**config.mk**
```make
export PLATFORM = sky130hd
export DESIGN_NAME = led_slot_blink_controller
export DESIGN_NICKNAME = d
export VERILOG_FILES = /design/src/design/lsbc_pkg.sv /design/src/design/led_slot_blink_controller.sv
export SDC_FILE = /design/constraint.sdc
export NUM_CORES = 2
export LEC_CHECK = 0
export BUFFER_PORTS_ARGS = -buffer_cell sky130_fd_sc_hd__clkbuf_2
export CAP_MARGIN = 20
export CORE_UTILIZATION = 40
export DETAILED_ROUTE_END_ITERATION = 10
export PLACE_DENSITY = 0.52
export REMOVE_ABC_BUFFERS = 1
export SYNTH_ARGS = -nofsm -noshare
export SYNTH_HDL_FRONTEND = slang
export SYNTH_SLANG_ARGS = --single-unit
export TNS_END_PERCENT = 1
```
**constraint.sdc**
```tcl
create_clock -name clk -period 16.7 [get_ports clk]
set_input_delay 0.835 -clock clk [delete_from_list [all_inputs] [get_ports clk]]
set_output_delay 0.835 -clock clk [all_outputs]
set_load 0.005 [all_outputs]
```
**src/design/lsbc_pkg.sv**
```systemverilog
// Shared types and constants for the LED slot blink controller.
package lsbc_pkg;

  // Default slot count
  localparam int NUM_SLOTS_DEF = 5;

  // Microseconds per millisecond
  localparam int US_PER_MS = 1000;

  // Reset phase length in milliseconds
  localparam logic [15:0] BLINK_MS_RST = 16'd100;

  // Input opcodes
  localparam logic [2:0] OP_SET_COLOR = 3'd0;
  localparam logic [2:0] OP_BLINK     = 3'd1;
  localparam logic [2:0] OP_BLINK2    = 3'd2;
  localparam logic [2:0] OP_TICK      = 3'd3;
  localparam logic [2:0] OP_ANIM      = 3'd4;

  // Result actions
  localparam logic [1:0] ACT_DRAW = 2'd0;
  localparam logic [1:0] ACT_PUSH = 2'd1;
  localparam logic [1:0] ACT_STOP = 2'd2;

  // Per-slot blink modes
  localparam logic [1:0] MODE_SOLID = 2'd0;
  localparam logic [1:0] MODE_ONCE  = 2'd1;
  localparam logic [1:0] MODE_TWICE = 2'd2;

  // Input beat
  typedef struct packed {
    logic [2:0]  opcode;
    logic [2:0]  slot;
    logic [31:0] color;
    logic [15:0] elapsed_us;
  } lsbc_in_t;

  // Result beat
  typedef struct packed {
    logic [1:0]  action;
    logic [2:0]  pixel_slot;
    logic [31:0] pixel_color;
    logic        last;
  } lsbc_out_t;

endpackage

```
**src/design/led_slot_blink_controller.sv**
```systemverilog
// LED slot blink controller: an input beat updates all slot state when it is taken and
// loads a result buffer of fixed positions (stop, one draw per slot, push) with a
// valid mask; the buffer drains one result beat per cycle in that order while out_ready
// is high. An item that causes no result or one result lets a new item in every cycle
// while the output is not stalled. An item has at most NUM_SLOTS + 1 result beats, six
// at the default, and the next item is taken in the cycle the last of its result beats
// leaves; the single result port draining that buffer sets the rate.
module led_slot_blink_controller
  import lsbc_pkg::*;
#(
  parameter int NUM_SLOTS = NUM_SLOTS_DEF
) (
  input  logic        clk,
  input  logic        rst,
  input  logic        in_valid,
  output logic        in_ready,
  input  lsbc_in_t    in_data,
  output logic        out_valid,
  input  logic        out_ready,
  output lsbc_out_t   out_data,
  input  logic        cfg_wen,
  input  logic [15:0] cfg_wdata
);

  // Buffer positions: stop, one draw per slot, push
  localparam int ENT = NUM_SLOTS + 2;

  // Configuration: phase length kept in microseconds
  logic [31:0] phase_len_us;

  // Slot state
  logic                anim_mode, anim_mode_next;
  logic [1:0]          slot_mode      [NUM_SLOTS];
  logic [1:0]          slot_mode_next [NUM_SLOTS];
  logic                phase_on       [NUM_SLOTS];
  logic                phase_on_next  [NUM_SLOTS];
  logic [31:0]         timer_us       [NUM_SLOTS];
  logic [31:0]         timer_us_next  [NUM_SLOTS];
  logic [31:0]         resting        [NUM_SLOTS];
  logic [31:0]         resting_next   [NUM_SLOTS];
  logic [31:0]         flash          [NUM_SLOTS];
  logic [31:0]         flash_next     [NUM_SLOTS];

  // Result buffer
  logic [ENT-1:0]      res_mask, res_mask_next;
  logic [31:0]         draw_color      [NUM_SLOTS];
  logic [31:0]         draw_color_next [NUM_SLOTS];

  logic [ENT-1:0]      sel_oh;
  logic                in_fire, out_fire;

  // Handshake
  assign sel_oh    = res_mask & (~res_mask + ENT'(1));
  assign out_valid = |res_mask;
  assign out_fire  = out_valid && out_ready;
  assign in_ready  = !out_valid || (out_ready && $onehot(res_mask));
  assign in_fire   = in_valid && in_ready;

  // Present the lowest pending result beat
  always_comb begin
    out_data.action      = ACT_DRAW;
    out_data.pixel_slot  = '0;
    out_data.pixel_color = '0;
    out_data.last        = $onehot(res_mask);
    if (sel_oh[0]) begin
      out_data.action = ACT_STOP;
    end
    if (sel_oh[ENT-1]) begin
      out_data.action = ACT_PUSH;
    end
    for (int i = 0; i < NUM_SLOTS; i++) begin
      if (sel_oh[i+1]) begin
        out_data.pixel_slot  = 3'(i);
        out_data.pixel_color = draw_color[i];
      end
    end
  end

  // Next slot state and result buffer
  always_comb begin
    logic        slot_ok;
    logic        is_cmd;
    logic        stepped;
    logic [32:0] sum;
    logic [31:0] t;

    slot_ok = (in_data.opcode > OP_BLINK2) || (int'(in_data.slot) < NUM_SLOTS);
    is_cmd  = (in_data.opcode == OP_BLINK) || (in_data.opcode == OP_BLINK2);
    stepped = 1'b0;
    sum     = '0;
    t       = '0;

    anim_mode_next = anim_mode;
    res_mask_next  = out_fire ? (res_mask & ~sel_oh) : res_mask;
    for (int i = 0; i < NUM_SLOTS; i++) begin
      slot_mode_next[i]  = slot_mode[i];
      phase_on_next[i]   = phase_on[i];
      timer_us_next[i]   = timer_us[i];
      resting_next[i]    = resting[i];
      flash_next[i]      = flash[i];
      draw_color_next[i] = draw_color[i];
    end

    if (in_fire) begin
      res_mask_next = '0;
      if (slot_ok) begin
        case (in_data.opcode)
          OP_SET_COLOR, OP_BLINK, OP_BLINK2: begin
            // Leave animation mode with a stop, then draw and push; blink commands always draw and push
            if (anim_mode) begin
              res_mask_next[0] = 1'b1;
              anim_mode_next   = 1'b0;
            end
            if (anim_mode || is_cmd) begin
              res_mask_next[ENT-1] = 1'b1;
            end
            for (int i = 0; i < NUM_SLOTS; i++) begin
              if (int'(in_data.slot) == i) begin
                if (anim_mode || is_cmd) begin
                  res_mask_next[i+1] = 1'b1;
                  draw_color_next[i] = in_data.color;
                end
                if (is_cmd) begin
                  slot_mode_next[i] = (in_data.opcode == OP_BLINK) ? MODE_ONCE : MODE_TWICE;
                  timer_us_next[i]  = '0;
                  phase_on_next[i]  = 1'b1;
                  flash_next[i]     = in_data.color;
                end else begin
                  resting_next[i] = in_data.color;
                end
              end
            end
          end
          OP_TICK: begin
            // Outside animation mode, advance every blinking slot and step those whose phase ran out
            if (!anim_mode) begin
              for (int i = 0; i < NUM_SLOTS; i++) begin
                sum = {1'b0, timer_us[i]} + 33'(in_data.elapsed_us);
                t   = sum[32] ? '1 : sum[31:0];
                if (slot_mode[i] == MODE_ONCE || slot_mode[i] == MODE_TWICE) begin
                  timer_us_next[i] = t;
                  if (t >= phase_len_us) begin
                    stepped            = 1'b1;
                    res_mask_next[i+1] = 1'b1;
                    if (phase_on[i]) begin
                      draw_color_next[i] = '0;
                      phase_on_next[i]   = 1'b0;
                      timer_us_next[i]   = '0;
                    end else if (slot_mode[i] == MODE_ONCE) begin
                      draw_color_next[i] = resting[i];
                      slot_mode_next[i]  = MODE_SOLID;
                    end else begin
                      draw_color_next[i] = flash[i];
                      slot_mode_next[i]  = MODE_ONCE;
                      phase_on_next[i]   = 1'b1;
                      timer_us_next[i]   = '0;
                    end
                  end
                end
              end
              res_mask_next[ENT-1] = stepped;
            end
          end
          OP_ANIM: begin
            anim_mode_next = 1'b1;
          end
          default: begin
          end
        endcase
      end
    end
  end

  // Control state
  always_ff @(posedge clk) begin
    if (rst) begin
      phase_len_us <= 32'(BLINK_MS_RST) * 32'(US_PER_MS);
      anim_mode    <= 1'b0;
      res_mask     <= '0;
      for (int i = 0; i < NUM_SLOTS; i++) begin
        slot_mode[i] <= MODE_SOLID;
        phase_on[i]  <= 1'b0;
        timer_us[i]  <= '0;
        resting[i]   <= '0;
        flash[i]     <= '0;
      end
    end else begin
      if (cfg_wen) begin
        phase_len_us <= 32'(cfg_wdata) * 32'(US_PER_MS);
      end
      anim_mode <= anim_mode_next;
      res_mask  <= res_mask_next;
      for (int i = 0; i < NUM_SLOTS; i++) begin
        slot_mode[i] <= slot_mode_next[i];
        phase_on[i]  <= phase_on_next[i];
        timer_us[i]  <= timer_us_next[i];
        resting[i]   <= resting_next[i];
        flash[i]     <= flash_next[i];
      end
    end
  end

  // Draw colors held in the result buffer
  always_ff @(posedge clk) begin
    for (int i = 0; i < NUM_SLOTS; i++) begin
      draw_color[i] <= draw_color_next[i];
    end
  end

  // A new beat is taken only while no result is pending or a result leaves in the same cycle
  a_no_accept_on_stall: assert property (@(posedge clk) disable iff (rst)
    in_valid && in_ready |-> !out_valid || out_ready)
    else $error("input taken while results stalled");

  // A stop beat is never the last beat of its group
  a_stop_not_last: assert property (@(posedge clk) disable iff (rst)
    out_valid && out_data.action == ACT_STOP |-> !out_data.last)
    else $error("stop beat marked last");

  // Push closes every result group
  a_push_last: assert property (@(posedge clk) disable iff (rst)
    out_valid && out_data.action == ACT_PUSH |-> out_data.last)
    else $error("push beat not last");

  // Entering animation mode takes effect on the next cycle
  a_anim_set: assert property (@(posedge clk) disable iff (rst)
    in_valid && in_ready && in_data.opcode == OP_ANIM |=> anim_mode)
    else $error("animation mode not entered");

endmodule

```
-- Word level (Yosys, flattened, before mapping)
Memory sizes are Yosys's and may differ from the RTL's.
Index checks and enable logic that the tools add are counted.
Widths: inputs -> output; s select.
- magnitude comparators: 7
- shifts and indexed selects: 0
- reductions and logical operators: 20
- divide/modulo/power cells: 0
- eq/ne operators: 19
- bitwise gates (word level): 29
- $add $sub $neg: 12
- muxes and demuxes: 239
- $mul: 1
- operator list (cell ; count):
    $mux 32 ; 101
    $mux 160 ; 12
    $pmux 160 s2 ; 2
    $add 32x16->33 ; 5
    $ge 32x26->1 ; 5
    $mux 1 ; 73
    $mux 34 ; 2
    $mux 2 ; 33
    $mux 35 ; 1
    $mux 33 ; 1
    $mux 10 ; 3
    $or 1x1->1 ; 25
    $mul 16x7->23 const B ; 1
    $mux 7 ; 3
    $pmux 10 s2 ; 1
    $mux 5 ; 3
    $and 7x7->7 ; 2
    $not 7->7 ; 2
    $eq 3x3->1 const B ; 4
    $pmux 6 s2 ; 1
    $eq 2x1->1 const B ; 5
    $eq 2x2->1 const B ; 5
    $pmux 5 s2 ; 1
    $eq 3x2->1 const B ; 3
    other kinds (18) ; 33
- RAM bits: 655
- memories: 6
- output and inout bits: 40
- input bits: 75
- latch bits: 0
- register bits after elaboration: 31
- ROM bits: 0
- word-level logic and storage cells: 336
- memories (name ; depth ; width ; rd ports ; clocked after Yosys merged registers in ; write ports ; RTL line ; text):
    draw_color ; 5 ; 32 ; 5 ; 0 ; 5 ; led_slot_blink_controller.sv:46 ; logic [31:0] draw_color [NUM_SLOTS];
    flash ; 5 ; 32 ; 5 ; 0 ; 5 ; led_slot_blink_controller.sv:41 ; logic [31:0] flash [NUM_SLOTS];
    resting ; 5 ; 32 ; 5 ; 0 ; 5 ; led_slot_blink_controller.sv:39 ; logic [31:0] resting [NUM_SLOTS];
    timer_us ; 5 ; 32 ; 5 ; 0 ; 5 ; led_slot_blink_controller.sv:37 ; logic [31:0] timer_us [NUM_SLOTS];
    slot_mode ; 5 ; 2 ; 5 ; 0 ; 5 ; led_slot_blink_controller.sv:33 ; logic [1:0] slot_mode [NUM_SLOTS];
    phase_on ; 5 ; 1 ; 5 ; 0 ; 5 ; led_slot_blink_controller.sv:35 ; logic phase_on [NUM_SLOTS];

-- Depth between registers and ports, before layout
An unclocked memory read counts as a cell.
- depth in word-level cells: 22
- mapped depth: 23
- gate-level depth less buffers: 22

-- Worst setup path before layout
OpenSTA, ideal clock, no wires.
- kind: in2reg
- start: input in_data[0] (netlist name)
- end: memory draw_color[3][4], in the netlist draw_color[0][100] (enable)
- data arrival time: 6.996 ns
- library setup time: 0.472 ns
- data required time: 16.228 ns
- setup slack: 9.231 ns
- buffers on the path: 1
- stages on the path: 19
- cells stage by stage: ha_1 > inv_1 > fa_1 > nand2b_1 > a21o_1 > a211oi_2 > nor2_1 > o21a_1 > clkbuf_1 > nand2_1 > inv_1 > ha_1 > or4b_2 > nor3_1 > o2111ai_1 > a2111oi_0 > or4_4 > o21bai_1 > a211oi_1
- RTL lines (element ; RTL line ; text):
    start, declared ; led_slot_blink_controller.sv:17 ; input lsbc_in_t in_data,
    end, declared ; led_slot_blink_controller.sv:46 ;

==> results.json <==
{
  "status": "finished, final reports clean",
  "pre_cts_ws_ns": 9.54,
  "powerDensity_nw_per_um2": 102,
  "yosys_warnings": 0,
  "crit_fanout": 32,
  "grt_setup_unrepaired": "false",
  "nFillCells": 9662,
  "period_needed_ns": 6.49,
  "finClkSkew_ns": 0.0315,
  "ir_drop_uv": 74.6,
  "gr-usage-all-layers_pct": 26.0,
  "max-cap-violations": 0,
  "final.setup.worst_slack_ns": 10.21,
  "cts_setup_buffers": 0,
  "finalSetupViolCount": 0,
  "p_leak_nw": 16.4,
  "drive_gt1_share_pct": 7.65,
  "syn_inst": 4733,
  "whs_ns": 0.451,
  "grt_max_degree": 179,
  "tritoncts": "yes",
  "h-tree-depth": 3,
  "postCtsHoldBufs": 0,
  "synth-seq-cells": 686,
  "yosysTopAreaCellShare_pct": 26.6,
  "drv_slew": 0,
  "ios": 115,
  "start_kind": "primary input",
  "crit_slowest_cell": "nand3_1",
  "max_stage_delay_ns": 0.64,
  "worstSetupPathType": "primary input to flop",
  "antenna_found_initial": 8,
  "fin_nets": 5083,
  "min_period_over_period_pct": 38.9,
  "place_area_sq_um": 41200,
  "wl_per_cell_um": 21.8,
  "cts_made_buffers": 83,
  "hpwl_um": 80100,
  "hold_path.class": "flop to flop",
  "portBuffers": 114,
  "grt_pass1_wl_um": 201000,
  "cts.sinks": 686,
  "num_rows": 114,
  "total_power_mw": 4.49,
  "first_iter_violations": 3017,
  "worst_slew_pin_slew_ns": 1.17,
  "die_area_sq_um": 100000,
  "die_h_um": 316,
  "end_kind": "flop",
  "clock_latency_ns": 0.68,
  "hold_viol_final": 0,
  "synth_edf_count": 160,
  "antenna_left": 0,
  "area_growth_pct": 11.2,
  "place.gp.congestion": 0.860,
  "first_pass_iters": 6,
  "drc": 0,
  "clockBufferDepth": 3,
  "synth.distinct_cells": 91,
  "grt_pass1_vias": 32400,
  "postSynth.asyncResetShare_pct": 0,
  "vias_per_cell": 5.74,
  "postLayoutCellArea_sq_um": 44000,
  "tns_ns": 0,
  "cts-resized-gates": 0,
  "crit_top_cell": "nand3_1",
  "coreArea_sq_um": 97300,
  "netlist_area_sq_um": 39600,
  "synth_top_cell_by_area": "dfxtp_1",
  "clk_pin_slew_ns": 0.06,
  "dr_total_vias": 34700,
  "dieWidth_um": 316,
  "initial_core_util_pct": 40.7,
  "synth_area_leaders": "dfxtp_1 (27%), edfxtp_1 (12%), nand2_1 (9.4%)",
  "cts_root_buffer": "clkbuf_16",
  "wirelength_um": 132000,
  "worst_ep_required_time_ns": 16.99,
  "grt-ovfl-total": 0,
  "arrival_ns": 6.78,
  "relSlewSlack_pct": 21.8,
  "ys_seq_area_share_pct": 38.8,
  "fmax_mhz": 154,
  "cp_cell_sequence": "clkbuf_2 -> ha_1 -> fa_1 -> a21o_1 -> a221oi_2 -> a22oi_2 -> a31o_2 -> nand3_1 -> o21ai_0 -> ha_1 -> nand3_1 -> o211ai_1 -> nor4_1 -> or4_1 -> and4_1 -> nand4_1 -> a2111o_1 -> a22o_1 -> nand3_1 -> clkinv_1 -> buf_4",
  "synth.avg_cell_area_sq_um": 8.36,
  "synth_ff_type": "dfxtp_1"
}
[worst max-delay path, delay by kind of cell]
kind / cells / cell delay (ns)
buffers and inverters: 3 / 0.76
AO/OA/AOI/OAI: 8 / 2.27
adder cells (fa/ha/maj): 3 / 1.12
AND/OR/NAND/NOR: 7 / 1.75
[synth_stat cells (all sizes together), types with 65 or more instances]
library cell	instances
o21ai	265
a22oi	74
nor2	306
dfxtp	526
xnor2	65
nand3	142
mux2i	184
nand2	995
ha	256
a21oi	496
clkbuf	280
edfxtp	160
inv	152
[sequential cells by signal, indices dropped and copies added, names as in the netlist]
signal,count
phase_on,5
phase_len_us,23
slot_mode,10
timer_us,160
res_mask,7
anim_mode,1
draw_color,160
resting,160
flash,160
[through the flow]
stage          std cells  utilization (%)
2_1_floorplan       4431                -
3_3_place_gp        5877             42.3
3_5_place_dp        5878             42.3
4_1_cts             6032             45.2
5_1_grt             6035             45.2
6_report            6037             45.2
[path summary, 6_finish.rpt]
check | endpoint | slack, ns | cells past startpoint | start
worst max-delay path | draw_color[0][3] | 10.21 | 21 | in_data[0]
worst min-delay path | resting[0][26] | 0.45 | 2 | resting[0][26]
worst max register to register | draw_color[0][158] | 10.29 | 22 | timer_us[0][128]
worst min register to register | resting[0][26] | 0.45 | 2 | resting[0][26]
[cell usage in the layout, fill, tap and decap left out, types with 14 or more instances in the layout]
master / count
a211oi_1: 35
clkbuf_8: 19
o31ai_1: 16
and3_1: 39
nor3_1: 40
a21oi_1: 495
a22oi_1: 72
clkbuf_2: 113
o211ai_1: 63
nand4_1: 57
clkbuf_16: 86
a32oi_1: 48
nand3_1: 142
nor2_1: 300
edfxtp_1: 160
xor2_1: 60
xnor2_1: 65
and2_1: 16
clkbuf_1: 24
nand2b_1: 20
and4_1: 14
o21a_1: 36
buf_4: 55
dfxtp_1: 526
mux2i_1: 184
ha_1: 251
a21o_1: 51
inv_1: 151
fa_1: 63
o21bai_1: 15
a31oi_1: 50
o21ai_0: 258
nand2_1: 989
[cell families (layout without fill, tap and decap cells)]
logic type | count (synthesis) | in the layout | synth area share [%]
compound gates | 1261 | 1261 | 19.7
xor+xnor | 125 | 125 | 2.77
fa+ha+maj | 319 | 319 | 11.3
buf+inv | 455 | 480 | 4.42
flops | 686 | 686 | 38.8
mux | 191 | 191 | 4.85
other cells | 0 | 3 | 0
simple gates | 1696 | 1696 | 18.3
[per-layer routing]
layer | part of all wire, % | routed length (um) | vias up | global-route usage, %
met5 | 0.0068 | 9 | - | 0
met4 | 2.3 | 3030 | 2 | 6.64
met3 | 6.5 | 8630 | 193 | 3.92
met2 | 43 | 57300 | 1061 | 39.7
met1 | 48 | 62900 | 16700 | 38.2
li1 | - | - | 16700 | -
[power breakdown]
part | leakage [nW] | internal, mW | switching, mW
Clock | 1.38 | 1.10 | 0.762
Combinational | 9.32 | 0.329 | 0.561
Sequential | 5.69 | 1.73 | 0.0121
Total | 16.4 | 3.16 | 1.34
[layout make-up]
cell class | instances | area [sq um] | area share, %
multi-input cells | 3592 | 22600 | 51.4
repair buffers | 173 | 1070 | 2.44
clock buffers | 129 | 2500 | 5.69
diodes | 3 | 7.51 | 0.0171
flip-flops and latches | 686 | 15300 | 34.8
clock inverters | 25 | 307 | 0.697
well taps | 1276 | 1600 | 3.63
inverters | 153 | 574 | 1.30
Power figures use the tool's default switching activity.
